$ cat src/bud_pkg.sv
package bud_pkg;

    localparam int MIN_ORDER    = 6;
    localparam int MAX_ORDER    = 16;
    localparam int HEADER_BYTES = 24;
    localparam int REQ_W        = 16;
    localparam int SLOT_W       = MAX_ORDER - MIN_ORDER;
    localparam int SLOTS        = 1 << SLOT_W;
    localparam int LINK_W       = SLOT_W + 1;
    localparam int ORD_W        = 5;
    localparam int NUM_LISTS    = MAX_ORDER + 1;
    localparam int RESET_ORDER  = 16;

    localparam logic [LINK_W-1:0] NIL = LINK_W'(SLOTS);

    typedef enum logic [1:0] {
        TAG_UNUSED,
        TAG_FREE,
        TAG_RESERVED
    } t_tag;

    typedef enum logic {
        OP_ALLOC,
        OP_FREE
    } t_op;

    typedef enum logic [1:0] {
        ST_OK,
        ST_NOMEM,
        ST_IGNORED
    } t_status;

    typedef struct packed {
        t_tag              tag;
        logic [ORD_W-1:0]  order;
        logic [LINK_W-1:0] next;
        logic [LINK_W-1:0] prev;
    } t_slot;

    typedef struct packed {
        logic              zero_req;
        logic [ORD_W-1:0]  need_order;
        logic              free_ok;
        logic [SLOT_W-1:0] free_slot;
    } t_dec;

    typedef struct packed {
        t_status          status;
        logic [REQ_W-1:0] payload;
    } t_res;

    typedef enum logic [4:0] {
        S_CLEAR,
        S_IDLE,
        S_A_HEAD,
        S_A_RD,
        S_A_MARK,
        S_A_CHK,
        S_F_RD,
        S_F_LOOP,
        S_F_BUD,
        S_F_ABS,
        S_F_DONE,
        S_U0,
        S_U1,
        S_U2,
        S_U3,
        S_P0,
        S_P1,
        S_RESULT
    } t_state;

endpackage

$ cat src/bud_decode.sv
module bud_decode (
    input  logic [bud_pkg::REQ_W-1:0] i_request_bytes,
    input  logic [bud_pkg::REQ_W-1:0] i_address,
    input  logic [bud_pkg::ORD_W-1:0] i_top,
    output bud_pkg::t_dec             o_dec
);
    import bud_pkg::*;

    logic [REQ_W+1:0] w_bytes;
    logic [REQ_W-1:0] w_off;
    logic [ORD_W-1:0] w_need;

    assign w_bytes = (REQ_W+2)'(i_request_bytes) + (REQ_W+2)'(HEADER_BYTES);
    assign w_off   = i_address - REQ_W'(HEADER_BYTES);

    always_comb begin
        w_need = ORD_W'(REQ_W + 1);
        for (int i = REQ_W + 1; i >= MIN_ORDER; i--) begin
            if (w_bytes <= ((REQ_W+2)'(1) << i)) begin
                w_need = ORD_W'(i);
            end
        end
    end

    always_comb begin
        o_dec.zero_req   = (i_request_bytes == '0);
        o_dec.need_order = w_need;
        o_dec.free_ok    = (i_address >= REQ_W'(HEADER_BYTES)) &&
                           (w_off[MIN_ORDER-1:0] == '0) &&
                           (((REQ_W+1)'(w_off) >> i_top) == '0);
        o_dec.free_slot  = w_off[MIN_ORDER +: SLOT_W];
    end

endmodule

$ cat config.mk
export PLATFORM = sky130hd
export DESIGN_NAME = bud_decode
export DESIGN_NICKNAME = d
export VERILOG_FILES = /design/src/bud_pkg.sv /design/src/bud_decode.sv
export SDC_FILE = /design/constraint.sdc
export NUM_CORES = 1
export LEC_CHECK = 0
export ABC_AREA = 1
export BUFFER_PORTS_ARGS = -buffer_cell sky130_fd_sc_hd__buf_2
export CAP_MARGIN = 0
export CORE_MARGIN = 5
export CORE_UTILIZATION = 47
export DETAILED_ROUTE_END_ITERATION = 10
export PLACE_DENSITY = 0.81
export SKIP_LAST_GASP = 1
export SLEW_MARGIN = 20
export SYNTH_ARGS = -nofsm -noshare
export SYNTH_HDL_FRONTEND = slang
export SYNTH_SLANG_ARGS = --single-unit
$ cat constraint.sdc
create_clock -name vclk -period 1.55
set_clock_uncertainty 0.05 [all_clocks]
set_input_delay 0 -clock vclk [all_inputs]
set_output_delay 0 -clock vclk [all_outputs]
set_load 0.05 [all_outputs]
==> results of run 1 <==
## Yosys cell counts, types with 2 or more instances
cell type	count	share of area
nand2_1	74	0.21
inv_1	49	0.14
nor2_1	26	0.072
nand3_1	21	0.078
nand4_1	16	0.074
xor2_1	10	0.065
nand2_2	9	0.042
nor3_1	7	0.026
nor2_4	6	0.050
o21ai_0	6	0.022
inv_2	5	0.014
nor4_1	5	0.023
a21oi_1	4	0.015
a31oi_1	3	0.014
ha_1	3	0.028
nor2_2	3	0.014
nand3_2	2	0.015
nor3_2	2	0.015
o21bai_1	2	0.011
o31ai_1	2	0.011
or2_2	2	0.0092
xnor2_1	2	0.013
## per-stage QoR
stage | utilization | setup WS (ns) | area [um2] | hold slack, ns | std cells
detailed placement | 0.901 | -0.642 | 2480 | 0.409 | 423
floorplan | - | -0.202 | 1640 | 0.0687 | 266
global placement | 0.901 | -0.578 | 2480 | 0.403 | 423
## logic make-up after synthesis
group / count (synthesis) / synth area share
xor gates and xnor gates: 12 / 0.0777
adders and majority gates: 3 / 0.0278
and+or+nand+nor: 175 / 0.646
buffers and inverters: 54 / 0.150
AOI/OAI and AO/OA: 22 / 0.0990
==> impl_metrics.toml, run 1 <==
[clock_network]
ctsHoldBuffers = 0
cts_resized = 63
cts_setup_buffers = 11

[yosys]
syn-instance-count = 266
yosysWarnings = 0
ys_seq_area_frac = 0
synth_nets = 306
syn_avg_cell_area_um2 = 5.08
ys_types = 29
syn-cell-area_um2 = 1350

[placed_design]
place_congestion = 0.917
port_buffers = 54
post-dp-hpwl_um = 4820

[floorplan]
initial_core_util = 0.490
die-width_um = 63.6
io_pins = 54
rows = 19
die-height_um = 63.6

[outcome]
stop_error = "[ERROR DPL-0038] Utilization greater than 100%, impossible to legalize"
outcome = "aborted with a tool error"
failed_stage = "4_1_cts"
==> inputs of run 2 (changes only) <==
--- a/config.mk
+++ b/config.mk
@@ -9,9 +9,9 @@
 export BUFFER_PORTS_ARGS = -buffer_cell sky130_fd_sc_hd__buf_2
 export CAP_MARGIN = 0
 export CORE_MARGIN = 5
-export CORE_UTILIZATION = 47
+export CORE_UTILIZATION = 35
 export DETAILED_ROUTE_END_ITERATION = 10
-export PLACE_DENSITY = 0.81
+export PLACE_DENSITY_LB_ADDON = 0.15
 export SKIP_LAST_GASP = 1
 export SLEW_MARGIN = 20
 export SYNTH_ARGS = -nofsm -noshare
==> constraint.sdc (replaced) <==
create_clock -name vclk -period 2
set_clock_uncertainty 0.05 [all_clocks]
set_input_delay 0 -clock vclk [all_inputs]
set_output_delay 0 -clock vclk [all_outputs]
set_load 0.05 [all_outputs]
==> run 2 against run 1 <==
  * The run now ends clean
  * Area after synthesis unchanged
  * Synthesized cell count unchanged
==> impl_metrics.toml, run 2 <==
[floorplan]
initial_core_util = 0.364
io_pins = 54
die-width_um = 72.2
die-height_um = 72.2
dieArea_um2 = 5210
core_um2 = 3720
rows = 22

[worst_setup_path]
cp-start-kind = "input port"
cp_data_required_time_ns = 1.95
arrival_ns = 1.90
crit_type = "input port to primary output"
cp_slowest_cell = "o21a_1"
cp_max_fo = 4
crit_top_cell = "nand2_1"
slowest_delay_ns = 0.18
worstPathCellList = "buf_6 > inv_4 > ha_4 > inv_2 > nand2_2 > nand3_2 > nor2_2 > nand2_1 > nor2_1 > nand2_2 > nor2_4 > inv_2 > o21a_1 > nand2_1 > nand2_1 > nand2_1 > nand2_1 > nand2_2 > nand2_2 > a21oi_4 > buf_6"
endpoint_kind = "primary output"

[sta]
final-hold-violation-count = 0
slew_headroom = 0.686
finalMaxSlewViolations = 0
worst_pin_slew_ns = 0.467
fin_crit_sh = 0.975
layout_min_cycle_time_ns = 1.95
holdWs_ns = 0.339
setup_tns_ns = 0
rsz0062_at_grt = "yes"
fmax_mhz = 513
setup_viol = 0

[run]
maxCapViolations = 0

[drt]
ant_nets = 0
wl_um = 4780
dr.pass1.iters = 4
vias = 2061
drt_iter0_markers = 69
via_per_inst = 4.79
drc = 0
wire_per_inst_um = 11.1

[placed_design]
placed_cell_area_um2 = 2220
post-dp-hpwl_um = 3900
place_congestion = 0.828
port_buffers = 54

[yosys]
synth_commonest_cells = "nand2_1 (74), inv_1 (49), nor2_1 (26), nand3_1 (21), nand4_1 (16)"
yosysTopAreaCellShare = 0.205
syn-instance-count = 266
ys_seq_area_frac = 0
yosysMostFrequentCell = "nand2_1"
syn_avg_cell_area_um2 = 5.08
syn-cell-area_um2 = 1350
ys_types = 29
netlist_top_cells_area = "nand2_1 (21%), inv_1 (14%), nand3_1 (7.8%)"
post-synth-top-area-cell = "nand2_1"
synth_nets = 306
yosysWarnings = 0

[cells_and_area]
utilization = 0.660
clkbuf_count = 0
design.seq.count = 0
syn_to_final_growth_pct = 81.2
nets = 424
final_cell_mix = "nand2_1 (61), buf_4 (61), buf_2 (46), inv_1 (45), nand2_2 (21)"
n_antenna_cell = 0
drive_gt1_frac = 0.500
final_area_um2 = 2450
final-seq-area_um2 = 0

[global_routing]
grt_pass1_wl_um = 7800
gr-total-overflow = 0
antenna_found_initial = 0
grt_max_degree = 10
grt_usage = 0.175
grt_pass1_vias = 2016

[worst_hold_path]
worst_hold_path_type = "input port to primary output"

[power]
power_density_nw_per_um2 = 204
p_int_uw = 200
seqPwrFrac = 0
leakagePower_nw = 1.28
clockPowerShare = 0
power_frac_comb = 1.000
power.share.switching = 0.600
ir_drop_uv = 168
switching_power_uw = 300

[outcome]
outcome = "finished clean"

[clock_network]
ctsHoldBuffers = 0
[run 2: cell counts after synthesis]
No cell type changed its count.
[run 2: path summary, 6_finish.rpt]
path	slack, ns	depth (start not counted)	to	start
setup / recovery	0.05	21	o_dec[11]	i_request_bytes[4]
hold / removal	0.34	4	o_dec[10]	i_top[4]
[run 2: per-layer routing]
metal,vias to the layer above,global-route usage,part of all wire
li1,1086,-,-
met1,928,0.200,0.42
met2,43,0.354,0.53
met3,4,0.0166,0.046
met4,0,0.0146,0.0079
met5,-,0,0
[run 2: cell type report]
type	count	area (um2)
fill	380	1260
tap	48	60.1
multi-input combinational	213	1400
timing repair buffer	115	778
inverter	54	210
[run 2: power groups by stage]
stage	clock (mW)	sequential, mW	combinational, mW
floorplan	0	0	0.259
global placement	0	0	0.442
detailed placement	0	0	0.446
CTS	0	0	0.458
global route	0	0	0.547
finish	0	0	0.501
[run 2: timing repair]
item                                    4_1_cts  5_1_grt
pin swaps                                     2       29
gates resized for setup                       9       50
cloned                                        1        0
setup buffers                                 1        2
endpoints found under the setup margin        5        5
[run 2: critical path, delay by kind of cell]
family	cells	cell delay, ns
buffers and inverters	5	0.40
adder cells (fa/ha/maj)	1	0.17
AO/OA/AOI/OAI	2	0.32
AND/OR/NAND/NOR	13	1.02
[run 2: cells by family after synthesis]
kind of cell,after synthesis,synth area share
buffers and inverters,54,0.150
adder cells (fa/ha/maj),3,0.0278
AO/OA/AOI/OAI,22,0.0990
XOR/XNOR,12,0.0777
AND/OR/NAND/NOR,175,0.646
[run 2: per-stage QoR]
stage	power, mW	std cells	setup slack (ns)
after global routing	0.547	430	-0.178
after detailed placement	0.446	426	-0.172
after CTS	0.458	428	-0.00855
after floorplan	0.259	266	0.0487
final	0.501	430	0.0504
after global placement	0.442	426	-0.161
(Power assumes the default switching activity.)
==> inputs of run 3 (changes only) <==
--- a/config.mk
+++ b/config.mk
@@ -8,7 +8,6 @@
 export ABC_AREA = 1
 export BUFFER_PORTS_ARGS = -buffer_cell sky130_fd_sc_hd__buf_2
 export CAP_MARGIN = 0
-export CORE_MARGIN = 5
 export CORE_UTILIZATION = 35
 export DETAILED_ROUTE_END_ITERATION = 10
 export PLACE_DENSITY_LB_ADDON = 0.15
==> run 3 against run 2 <==
  * Critical path depth did not move
  * Clock-buffer cell count unchanged
  * Sequential share of layout area unchanged
  * Utilization grew 2.0 points
  * Worst setup slack worse by 0.027 ns
  * Via count up 0.87%
  * Die area down 21%
  * First-iteration DRC count decreased by 7.2%
  * Design area is 2.2% higher
  * Non-clock buffer count up 1
  * Combinational power rose by 2%
  * Critical path type unchanged
==> impl_metrics.toml, run 3 (synthesis results as in run 2) <==
[drt]
vias = 2079
wire_per_inst_um = 11.0
via_per_inst = 4.82
dr.pass1.iters = 4
drc = 0
wl_um = 4740
ant_nets = 0
drt_iter0_markers = 64

[power]
finalPower_uw = 512
ir_drop_uv = 183
power_density_nw_per_um2 = 204
leakagePower_nw = 1.31

[floorplan]
core_um2 = 3690
die-height_um = 64.2
rows = 22
initial_core_util = 0.367
die-width_um = 64.2
dieArea_um2 = 4120
io_pins = 54

[sta]
rsz0062_at_grt = "yes"
holdWs_ns = 0.330
fin_crit_sh = 0.988
fmax_mhz = 506
setup_viol = 0
slew_headroom = 0.744
finalMaxSlewViolations = 0
fin_ws_ns = 0.0238
final-hold-violation-count = 0
worst_pin_slew_ns = 0.380
setup_tns_ns = 0
layout_min_cycle_time_ns = 1.98

[cells_and_area]
final_cell_mix = "nand2_1 (63), buf_4 (62), inv_1 (45), buf_2 (45), nand2_2 (20)"
utilization = 0.679
final-seq-area_um2 = 0
clkbuf_count = 0
nFillCells = 330
drive_gt1_frac = 0.509
layout_commonest_cell = "nand2_1"
syn_to_final_growth_pct = 85.3
nets = 425
design.seq.count = 0
n_antenna_cell = 0

[global_routing]
grt_max_degree = 10
grt_usage = 0.229
antenna_found_initial = 0
grt_pass1_wl_um = 7860
gr-total-overflow = 0
grt_pass1_vias = 2055

[placed_design]
port_buffers = 54
place_ws_ns = -0.185
place_congestion = 0.997
post-dp-hpwl_um = 3730

[worst_setup_path]
cp_max_fo = 4
endpoint_kind = "primary output"
cp_data_required_time_ns = 1.95
arrival_ns = 1.93
crit_type = "input port to primary output"
cp-start-kind = "input port"

[run]
maxCapViolations = 0

[worst_hold_path]
min_from = "i_top[4]"
min_delay_worst_endpoint = "o_dec[10]"
worst_hold_path_type = "input port to primary output"
holdPathStages = 4

[clock_network]
ctsHoldBuffers = 0

[outcome]
outcome = "finished clean"
[run 3: cell count changes in the layout (fill, tap and decap cells not counted), sizes merged]
cell    delta
buf        +3
clkbuf     -2
[run 3: power breakdown]
group / switching [mW] / internal, mW / leakage (nW)
Combinational: 0.307 / 0.206 / 1.31
Clock: 0 / 0 / 0
Sequential: 0 / 0 / 0
Total: 0.307 / 0.206 / 1.31
[run 3: worst max path at each step]
stage,start,to,slack [ns],cells after the start
after floorplan,i_request_bytes[3],o_dec[14],0.05,13
after global placement,i_request_bytes[3],o_dec[11],-0.15,21
after detailed placement,i_request_bytes[3],o_dec[11],-0.18,21
after CTS,i_request_bytes[3],o_dec[11],-0.02,21
after global routing,i_request_bytes[4],o_dec[11],-0.18,21
final,i_request_bytes[4],o_dec[11],0.02,21
[run 3: worst max-delay path, stage by stage]
cell and delay, ns:
buf_8 0.10, inv_4 0.05, ha_4 0.17, inv_2 0.05, nand2_2 0.07, nand3_2 0.07, nor2_2 0.13, nand2_1 0.07
nor2_1 0.14, nand2_2 0.09, nor2_4 0.12, inv_2 0.03, o21a_1 0.18, nand2_1 0.06, nand2_1 0.05, nand2_1 0.05
nand2_1 0.05, nand2_1 0.07, nand2_2 0.07, a21oi_4 0.14, buf_6 0.16
[run 3: repair_timing]
item / in CTS / in global routing
gates resized for setup: 19 / 50
buffers inserted: 2 / 5
pin swaps: 8 / 33
setup endpoints to repair: 4 / 5
gates cloned: 1 / 0
[run 3: metrics by stage]
stage | cells | area (um2)
3_3_place_gp | 423 | 2200
3_5_place_dp | 423 | 2200
6_report | 431 | 2510
5_1_grt | 431 | 2510
4_1_cts | 426 | 2300
2_1_floorplan | 266 | 1450
[run 3: metal layers]
layer / track usage / vias to the layer above / routed length (um) / share of wire
li1: - / 1094 / - / -
met1: 0.257 / 931 / 1940 / 0.41
met2: 0.465 / 46 / 2600 / 0.55
met3: 0.0125 / 8 / 142 / 0.030
met4: 0.0417 / 0 / 59 / 0.012
met5: 0 / - / 0 / 0
[run 3: area by class of cell]
cell class	count	area (um2)	share of cell area
inverters	54	208	0.0829
multi-input cells	213	1440	0.573
well taps	48	60.1	0.0240
repair buffers	116	803	0.321
==> inputs of run 4 (changes only) <==
==> constraint.sdc (replaced) <==
create_clock -name vclk -period 1.9
set_clock_uncertainty 0.05 [all_clocks]
set_input_delay 0 -clock vclk [all_inputs]
set_output_delay 0 -clock vclk [all_outputs]
set_load 0.05 [all_outputs]
==> run 4 against run 3 <==
  * Utilization grew 3.8 points
  * Power grew 13%
  * Clock-buffer cell count is the same
  * Critical path type unchanged
  * Global-route usage shrank 0.43 points
  * Non-clock buffer count grew 2
  * The run now ends with setup timing left
  * Flip-flop and latch count is the same
  * Final cell count grew 0.46%
  * Worst hold slack gained 0.0056 ns
  * Die area is the same
  * Sequential share of layout area is the same
  * Routed wire length grew 7.8%
==> impl_metrics.toml, run 4 (synthesis results as in run 2) <==
[sta]
holdWs_ns = 0.336
setup_viol = 2
fin_ws_ns = -0.0953
layout_min_cycle_time_ns = 2.00
fin_crit_sh = 1.05
finalMaxSlewViolations = 0
rsz0062_at_grt = "yes"
fmax_mhz = 501
final-hold-violation-count = 0
worst_pin_slew_ns = 0.435
slew_headroom = 0.708

[cells_and_area]
nets = 427
nFillCells = 323
clkbuf_count = 0
multi_input_area_um2 = 1560
final-seq-area_um2 = 0
syn_to_final_growth_pct = 95.7
drive_gt1_frac = 0.561
n_antenna_cell = 0
final_cell_mix = "buf_4 (63), nand2_1 (57), buf_2 (46), inv_1 (42), nand2_2 (24)"
utilization = 0.718
design.seq.count = 0
layout_commonest_cell = "buf_4"
final_area_um2 = 2650

[placed_design]
port_buffers = 54
post-dp-hpwl_um = 3680
place_congestion = 0.859
placed_cell_area_um2 = 2200

[worst_setup_path]
slowest_delay_ns = 0.20
arrival_ns = 1.95
endpoint_kind = "primary output"
cp_data_required_time_ns = 1.85
cp_slowest_cell = "nor2_4"
worstPathCellList = "buf_8 > inv_4 > ha_4 > nor2_4 > nand3_2 > nand2_2 > nand2_4 > inv_2 > buf_4 > nand4_1 > o21a_1 > nand2_1 > nand2_1 > nand2_1 > nand2_1 > nand2_1 > nand2_2 > a21oi_4 > buf_6"
crit_type = "input port to primary output"
crit_family = "simple AND/OR/NAND/NOR gates"
cp-start-kind = "input port"
timing.critical_path.buf_inv = 5
cp_max_fo = 5
worstSetupPathDepth = 19
crit_top_cell = "nand2_1"

[global_routing]
grt_usage = 0.224
grt_pass1_wl_um = 7660
grt_max_degree = 10
antenna_found_initial = 0
grt_pass1_vias = 1919
gr-total-overflow = 0

[drt]
topRoutingLayerUsed = "met4"
ant_nets = 0
met2_wirelength_um = 2830
drt_iter0_markers = 68
met3_length_um = 116
dr.pass1.iters = 4
via_per_inst = 4.85
drc = 0
wire_per_inst_um = 11.8
vias = 2101
wl_met1_um = 2080
wl_um = 5110

[floorplan]
core_um2 = 3690
io_pins = 54
rows = 22
initial_core_util = 0.367
dieArea_um2 = 4120
die-width_um = 64.2
die-height_um = 64.2

[power]
power_density_nw_per_um2 = 220
ir_drop_uv = 216
leakagePower_nw = 1.33

[worst_hold_path]
holdPathStages = 4
worst_hold_path_type = "input port to primary output"

[run]
maxCapViolations = 0

[outcome]
outcome = "finished with violations"
violations = "setup timing"

[clock_network]
ctsHoldBuffers = 0
[run 4: changes by cell type in the layout (fill, tap and decap cells not counted), sizes merged]
cell  previous run  this run
buf            116       118
[run 4: routing by layer]
metal | track usage | vias up
li1 | - | 1095
met1 | 0.257 | 951
met2 | 0.473 | 47
met4 | 0.00833 | 0
met5 | 0 | -
met3 | 0.00179 | 8
[run 4: path summary, 6_finish.rpt]
kind | start | endpoint
max | i_request_bytes[4] | o_dec[11]
min | i_top[4] | o_dec[10]
[run 4: per-stage QoR]
step / total power, mW / cells / setup slack (ns) / TNS [ns]
floorplan: 0.275 / 266 / -0.0133 / -0.0184
global placement: 0.468 / 423 / -0.232 / -0.862
detailed placement: 0.471 / 423 / -0.279 / -1.05
CTS: 0.510 / 427 / -0.0709 / -0.201
global route: 0.623 / 433 / -0.252 / -0.556
finish: 0.581 / 433 / -0.0953 / -0.101
[run 4: area by class of cell]
type / instances / area share
inverters: 54 / 0.0803
repair buffers: 118 / 0.307
well taps: 48 / 0.0227
multi-input cells: 213 / 0.590
[run 4: power breakdown]
group,switching [mW],internal (mW)
Clock,0,0
Combinational,0.346,0.235
Sequential,0,0
Total,0.346,0.235
[run 4: repair_timing]
action                                  4_1_cts  5_1_grt
gates cloned                                  0        1
endpoints found under the setup margin        5        5
gates resized for setup                      31       62
setup buffers                                 4        5
pin swaps                                    19       40
